===== src/sv/kfp_pkg.sv =====
// shared types and constants for the keyframe timeline player
package kfp_pkg;

	localparam int MODE_W      = 2;
	localparam int SLOT_IDX_W  = 7;
	localparam int FRAME_W     = 16;
	localparam int DUR_W       = 16;
	localparam int TICK_W      = 32;
	localparam int LEN_W       = 8;
	localparam int CFG_IDX_W   = 2;
	localparam int CFG_DATA_W  = 32;
	localparam int ENTRY_W     = FRAME_W + DUR_W;
	localparam int S_TDATA_W   = 40;
	localparam int S_TUSER_W   = MODE_W;
	localparam int M_TDATA_W   = 48;
	localparam int M_TUSER_W   = 2;

	localparam logic [CFG_IDX_W-1:0] REG_LENGTH = 2'd0;
	localparam logic [CFG_IDX_W-1:0] REG_LIMIT  = 2'd1;
	localparam logic [CFG_IDX_W-1:0] REG_LOOP   = 2'd2;

	localparam logic [LEN_W-1:0]   LENGTH_RST = 8'd1;
	localparam logic [FRAME_W-1:0] LIMIT_RST  = 16'd1;
	localparam logic [TICK_W-1:0]  LOOP_RST   = 32'd0;

	typedef enum logic [MODE_W-1:0] {
		MODE_LOAD    = 2'd0,
		MODE_TICK    = 2'd1,
		MODE_RESTART = 2'd2
	} mode_t;

	typedef enum logic [1:0] {
		ST_IDLE,
		ST_WALK,
		ST_EMIT
	} state_t;

	typedef struct packed {
		logic wr;
		logic restart;
		logic start;
		logic step;
		logic latch;
		logic emit;
	} cmd_t;

	typedef struct packed {
		logic hit;
		logic at_last;
	} status_t;

	typedef struct packed {
		logic [SLOT_IDX_W-1:0] entry_index;
		logic [FRAME_W-1:0]    entry_frame;
		logic [DUR_W-1:0]      entry_duration;
	} load_t;

endpackage


===== src/sv/kfp_ctrl.sv =====
// controller state machine for the timeline player
module kfp_ctrl (
	input  logic                       clk,
	input  logic                       arst_n,
	input  logic                       s_tvalid,
	output logic                       s_tready,
	input  logic [kfp_pkg::MODE_W-1:0] mode,
	output logic                       m_tvalid,
	input  logic                       m_tready,
	input  kfp_pkg::status_t           sts,
	output kfp_pkg::cmd_t              cmd
);

	kfp_pkg::state_t state_q;
	kfp_pkg::state_t state_d;
	logic            out_valid_q;

	always_ff @(posedge clk or negedge arst_n) begin
		if (!arst_n) begin
			state_q <= kfp_pkg::ST_IDLE;
		end else begin
			state_q <= state_d;
		end
	end

	always_ff @(posedge clk or negedge arst_n) begin
		if (!arst_n) begin
			out_valid_q <= 1'b0;
		end else if (cmd.emit) begin
			out_valid_q <= 1'b1;
		end else if (m_tready) begin
			out_valid_q <= 1'b0;
		end
	end

	assign m_tvalid = out_valid_q;

	always_comb begin
		state_d  = state_q;
		cmd      = '0;
		s_tready = 1'b0;
		case (state_q)
			kfp_pkg::ST_IDLE: begin
				s_tready = 1'b1;
				if (s_tvalid) begin
					case (kfp_pkg::mode_t'(mode))
						kfp_pkg::MODE_LOAD: begin
							cmd.wr = 1'b1;
						end
						kfp_pkg::MODE_RESTART: begin
							cmd.restart = 1'b1;
						end
						kfp_pkg::MODE_TICK: begin
							cmd.start = 1'b1;
							state_d   = kfp_pkg::ST_WALK;
						end
						default: begin
						end
					endcase
				end
			end
			kfp_pkg::ST_WALK: begin
				if (sts.hit || sts.at_last) begin
					cmd.latch = 1'b1;
					state_d   = kfp_pkg::ST_EMIT;
				end else begin
					cmd.step = 1'b1;
				end
			end
			kfp_pkg::ST_EMIT: begin
				if (!out_valid_q || m_tready) begin
					cmd.emit = 1'b1;
					state_d  = kfp_pkg::ST_IDLE;
				end
			end
			default: begin
				state_d = kfp_pkg::ST_IDLE;
			end
		endcase
	end

endmodule


===== config.mk =====
export PLATFORM = sky130hd
export DESIGN_NAME = kfp_ctrl
export DESIGN_NICKNAME = d
export VERILOG_FILES = /design/src/sv/kfp_pkg.sv /design/src/sv/kfp_ctrl.sv
export SDC_FILE = /design/constraint.sdc
export NUM_CORES = 1
export LEC_CHECK = 0
export ABC_AREA = 1
export BUFFER_PORTS_ARGS = -buffer_cell sky130_fd_sc_hd__buf_4
export CAP_MARGIN = 20
export CORE_AREA = 2 2 39 41
export DETAILED_ROUTE_END_ITERATION = 10
export DIE_AREA = 0 0 41 43
export HOLD_SLACK_MARGIN = 0.03
export PLACE_DENSITY = 0.35
export SYNTH_ARGS = -nofsm -noshare
export SYNTH_HDL_FRONTEND = slang
export SYNTH_SLANG_ARGS = --single-unit
export TNS_END_PERCENT = 10

===== constraint.sdc =====
create_clock -name clk -period 0.9 [get_ports clk]
set_input_delay 0.18 -clock clk [delete_from_list [all_inputs] [get_ports clk]]
set_output_delay 0.18 -clock clk [all_outputs]
set_load 0.02 [all_outputs]

==> results of run 1 <==
layout make-up:
class / instances / share of cell area, %
well taps: 16 / 4.34
flip-flops and latches: 3 / 16.3
multi-input cells: 20 / 26.0
repair buffers: 22 / 39.6
inverters: 10 / 8.13
clock buffers: 4 / 5.69
worst reg2reg max path: stages (launching register included):
cell     delay [ns]
dfrtp_1        0.40
inv_1          0.07
nor2_2         0.11
nand2_1        0.08
buf_4          0.13
nand2_2        0.05
stage by stage:
stage | cells | utilization (%) | hold WS [ns] | instance area, µm² | worst slack [ns]
after global placement | 70 | 29.1 | -0.0290 | 403 | -0.136
final | 75 | 33.4 | 0.129 | 462 | -0.364
after floorplan | 33 | - | -0.116 | 225 | -0.156
after global routing | 75 | 33.4 | 0.130 | 462 | -0.452
after detailed placement | 70 | 29.1 | -0.0287 | 403 | -0.151
after CTS | 75 | 33.4 | 0.121 | 462 | -0.386
cell families after synthesis:
| group | Yosys count |
|---|---|
| buffers and inverters | 10 |
| AO/OA/AOI/OAI | 1 |
| AND/OR/NAND/NOR | 19 |
| flip-flops | 3 |
cells in the mapped netlist:
library cell,count,area (µm²)
o21ai_2,1,8.76
nand2_2,1,6.26
nor2_1,5,18.8
inv_1,9,33.8
inv_2,1,3.75
nor2_2,4,25.0
nand2_1,9,33.8
dfrtp_1,3,75.1
final timing paths:
check                                            start                endpoint  slack [ns]
worst min-delay path                          m_tready    m_tvalid$_DFFE_PN0P_        0.13
worst min register to register    m_tvalid$_DFFE_PN0P_    m_tvalid$_DFFE_PN0P_        0.63
worst max-delay path            state_q[1]$_DFFE_PN0P_                  cmd[5]       -0.36
max in group asynchronous                       arst_n    m_tvalid$_DFFE_PN0P_        0.53
worst max register to register  state_q[0]$_DFFE_PN0P_  state_q[0]$_DFFE_PN0P_           0
min in group asynchronous                       arst_n  state_q[1]$_DFFE_PN0P_        0.27
power breakdown:
part | total (mW) | leakage, nW | internal [mW] | switching (mW)
Combinational | 0.192 | 0.213 | 0.0984 | 0.0932
Clock | 0.235 | 0.0150 | 0.166 | 0.0686
Sequential | 0.157 | 0.0404 | 0.146 | 0.0108
Total | 0.584 | 0.268 | 0.411 | 0.173
layer usage:
layer,GRT usage (%),wire length (µm),up-vias
met4,8.00,0,0
met2,9.69,242,4
met5,0,0,-
met3,4.71,16,0
met1,10.4,204,102
li1,-,-,144
sequential cells by signal, summed over array words and instances, names as in the netlist:
register and cells:
m_tvalid 1, state_q 2
repair_timing:
item	in CTS	in global routing
hold buffers	1	0
setup endpoints to repair	10	11
gates resized for setup	6	0
pin swaps	3	0
endpoints found under the hold margin	3	0
==> flow_metrics.py, run 1 <==
metrics = {
    "timing": {
        "final_max_slew_viol_count": 0,
        "worstMarginPinSlew_ns": 0.167,
        "setup_viol": 9,
        "slew_headroom_pct": 88.8,
        "finalWorstPathRequiredPeriod_ns": 1.26,
        "post-route-period-util_pct": 140,
        "rsz0062_at_grt": "true",
        "fin_skew_ns": 0.000195,
        "fin_ws_ns": -0.364,
        "final.setup.tns_ns": -2.40,
        "finalHoldViolations": 0,
        "max_freq_mhz": 791,
    },
    "cts": {
        "cts_buffers": 3,
        "cts_max_level": 1,
        "cts_setup_buffers": 0,
        "cts_tree": "done",
        "cts.clk_slew.worst_paths_ns": 0.04,
        "clockRootBuffer": "clkbuf_4",
        "cts_buffer_depth": 2,
        "insertion_delay_ns": 0.23,
        "clock_sinks": 3,
    },
    "synthesis": {
        "synth_xor_area_share_pct": 0,
        "synth_compound_area_share_pct": 4.27,
        "yosysSeqAreaShare_pct": 36.6,
        "synth_cells": 33,
        "synth.yosys.warnings": 0,
        "synthSimpleGateAreaFrac_pct": 40.9,
        "synthMuxAreaShare_pct": 0,
        "synth_nets": 41,
        "netlist_area_um2": 205,
        "synth_seq_cells": 3,
        "synthAdderAreaFrac_pct": 0,
        "synth_top_family_by_area": "simple AND/OR/NAND/NOR gates",
        "avgSynthCellArea_um2": 6.22,
        "yosysUniqueCellTypes": 8,
    },
    "flow_run": {
        "maxCapViolations": 0,
    },
    "final_layout": {
        "area_delta_synth_final_pct": 125,
        "fin_nets": 68,
        "multi_input_area_um2": 120,
        "antenna-diode-count": 0,
        "nFillCells": 158,
        "most-common-layout-cells": "buf_4, inv_1, nand2_1",
        "ff_latch_area_um2": 75.1,
        "drive_gt1_share_pct": 57.6,
        "layout_commonest_cell": "buf_4",
    },
    "die": {
        "core_area_mm2": 0.00138,
        "die_area_mm2": 0.00176,
        "die-width_um": 41,
        "num_io_pins": 16,
        "rows": 14,
        "dieHeight_um": 43,
        "initial_utilization_pct": 14.8,
    },
    "pwr": {
        "p_leak_nw": 0.268,
        "power_density_mw_per_mm2": 1260,
        "finalPower_mw": 0.584,
        "irDropWorstVdd_mv": 0.495,
    },
    "critical_path": {
        "critical_path_buf_inv_count": 1,
        "r2r_cells": 5,
        "arrival_ns": 1.08,
        "crit_family": "flip-flops",
        "crit_type": "reg -> out",
        "worstSetupStartpointType": "flop",
        "cp.depth": 4,
        "crit_fanout": 3,
        "critPathSlowestCell": "dfrtp_1",
        "end_kind": "primary output",
        "cpPeakStageDelay_ns": 0.41,
        "crit_chain": "nor2_4 -> nand2_4 -> nor2_4 -> buf_6",
        "cp_common_cell": "nor2_4",
        "crit_required_ns": 0.72,
    },
    "grt": {
        "grt_start_max_net_pins": 4,
        "antenna_found_initial": 0,
        "grt_pass1_wl_um": 938,
        "grt_pass1_vias": 259,
        "gr-total-overflow": 0,
        "grt_usage_pct": 8.45,
    },
    "placed_design": {
        "place.gp.congestion": 0.580,
        "dp_hpwl_um": 410,
        "io_buffers": 15,
    },
    "detailed_routing": {
        "wl_per_cell_um": 6.17,
        "via_per_inst": 3.33,
        "ant_nets": 0,
        "via_count": 250,
        "drt-total-wl_um": 463,
        "drtIter0Drc": 2,
        "drt-pass1-iter-count": 3,
        "drc": 0,
    },
    "outcome": {
        "status": "finished, violations left",
        "violations": "setup timing",
    },
    "min_path": {
        "min_path_cells": 2,
        "min_path_type": "in -> reg",
    },
}
Note: power is estimated with default switching activity, not from simulation.
==> run 2, diff against run 1 <==
Settings changed: PLACE_DENSITY 0.35 to unset, SKIP_LAST_GASP set to 1.
==> flow_metrics.py, run 2 (synthesis gave the netlist of run 1 again) <==
metrics = {
    "critical_path": {
        "reg2reg_to": "state_q[0]$_DFFE_PN0P_",
        "worstSetupStartpointType": "flop",
        "end_kind": "primary output",
        "crit_fanout": 3,
        "r2r_start": "state_q[0]$_DFFE_PN0P_",
        "crit_type": "reg -> out",
        "cp-startpoint": "state_q[0]$_DFFE_PN0P_",
        "crit_chain": "nor2_4 -> nand2_4 -> nor2_4 -> buf_6",
        "critPathSlowestCell": "dfrtp_2",
        "r2r_setup_slack_ns": 0,
        "cpPeakStageDelay_ns": 0.43,
        "arrival_ns": 1.10,
        "crit_required_ns": 0.72,
        "cp_common_cell": "nor2_4",
        "r2r_cells": 4,
    },
    "grt": {
        "grt_usage_pct": 7.74,
        "grt_pass1_vias": 246,
        "grt_start_max_net_pins": 4,
        "gr-total-overflow": 0,
        "grt_pass1_wl_um": 883,
        "antenna_found_initial": 0,
    },
    "final_layout": {
        "largest_reg_flops": 2,
        "drive_gt1_share_pct": 61.7,
        "area_delta_synth_final_pct": 125,
        "most-common-layout-cells": "buf_4, nand2_1, inv_1",
        "regMostFlops": "state_q",
        "fin_nets": 69,
        "fin_cells": 76,
        "multi_input_area_um2": 118,
        "layout_commonest_cell": "buf_4",
        "ff_latch_area_um2": 77.6,
        "antenna-diode-count": 0,
        "nFillCells": 163,
    },
    "timing": {
        "final_max_slew_viol_count": 0,
        "max_freq_mhz": 783,
        "finalHoldViolations": 0,
        "setup_viol": 9,
        "fin_ws_ns": -0.377,
        "fin_skew_ns": 0.00332,
        "slew_headroom_pct": 88.9,
        "post-route-period-util_pct": 142,
        "rsz0062_at_grt": "true",
        "final.setup.tns_ns": -2.46,
        "worstMarginPinSlew_ns": 0.166,
        "finalWorstPathRequiredPeriod_ns": 1.28,
    },
    "detailed_routing": {
        "via_count": 265,
        "drc": 0,
        "via_per_inst": 3.49,
        "drt-pass1-iter-count": 1,
        "wl_per_cell_um": 6.37,
        "drt-total-wl_um": 484,
        "drtIter0Drc": 0,
        "ant_nets": 0,
    },
    "die": {
        "rows": 14,
        "core_area_mm2": 0.00138,
        "die_area_mm2": 0.00176,
        "die-width_um": 41,
        "dieHeight_um": 43,
        "initial_utilization_pct": 14.8,
        "num_io_pins": 16,
    },
    "cts": {
        "insertion_delay_ns": 0.23,
        "cts_tree": "done",
        "cts.clk_slew.worst_paths_ns": 0.04,
        "cts_buffers": 3,
        "cts_max_level": 1,
        "clock_sinks": 3,
        "cts_buffer_depth": 2,
        "clockRootBuffer": "clkbuf_4",
    },
    "placed_design": {
        "place.gp.congestion": 0.632,
        "io_buffers": 15,
        "placed_cells": 70,
        "dp_hpwl_um": 391,
    },
    "flow_run": {
        "maxCapViolations": 0,
    },
    "min_path": {
        "min_path_cells": 2,
        "hp-start": "m_tready",
        "min_path_type": "in -> reg",
        "min_to": "m_tvalid$_DFFE_PN0P_",
    },
    "outcome": {
        "status": "finished, violations left",
        "violations": "setup timing",
    },
    "pwr": {
        "p_leak_nw": 0.267,
        "power_density_mw_per_mm2": 1260,
        "irDropWorstVdd_mv": 0.468,
        "finalPower_mw": 0.582,
    },
}
[run 2: cell count changes in the layout (fill, tap and decap cells not counted), sizes merged]
cell,before,now
buf,21,22
[run 2: metal layers]
layer / vias to the layer above / track usage [%] / routed length, µm
li1: 145 / - / -
met1: 115 / 9.03 / 181
met2: 5 / 10.6 / 276
met3: 0 / 3.14 / 27
met4: 0 / 6.00 / 0
met5: - / 0 / 0
[run 2: layout make-up]
class | count | area share, %
clock buffers | 4 | 5.69
multi-input cells | 20 | 25.5
well taps | 16 | 4.34
flip-flops and latches | 3 | 16.8
repair buffers | 23 | 39.6
inverters | 10 | 8.13
[run 2: power breakdown]
group | total, mW | switching (mW) | internal, mW | leakage [nW]
Sequential | 0.158 | 0.0108 | 0.148 | 0.0373
Combinational | 0.195 | 0.0939 | 0.101 | 0.215
Clock | 0.229 | 0.0631 | 0.166 | 0.0150
Total | 0.582 | 0.168 | 0.414 | 0.267
[run 2: worst max path at each step]
| stage | to | slack (ns) |
|---|---|---|
| finish | cmd[5] | -0.38 |
| CTS | cmd[4] | -0.39 |
| global placement | cmd[5] | -0.15 |
| detailed placement | cmd[4] | -0.15 |
| global route | cmd[5] | -0.44 |
| floorplan | cmd[4] | -0.16 |
[run 2: what timing repair did]
action	in CTS	in global routing
resized for setup	3	3
endpoints found under the hold margin	3	0
pin swaps	2	3
hold buffers	1	0
setup buffers	1	0
setup endpoints to repair	8	11
[run 2: metrics by stage]
step           hold slack (ns)  instance area, µm²  util [%]  worst slack, ns
6_report                 0.136                 462      33.4           -0.377
3_3_place_gp           -0.0295                 403      29.1           -0.152
2_1_floorplan           -0.116                 225         -           -0.156
5_1_grt                  0.133                 462      33.4           -0.443
4_1_cts                  0.128                 459      33.2           -0.390
3_5_place_dp           -0.0284                 403      29.1           -0.154
[run 2: critical path, delay by kind of cell (launching register included)]
| family | cells | cell delay (ns) |
|---|---|---|
| buffers and inverters | 1 | 0.12 |
| AND/OR/NAND/NOR | 3 | 0.32 |
| flip-flops | 1 | 0.43 |
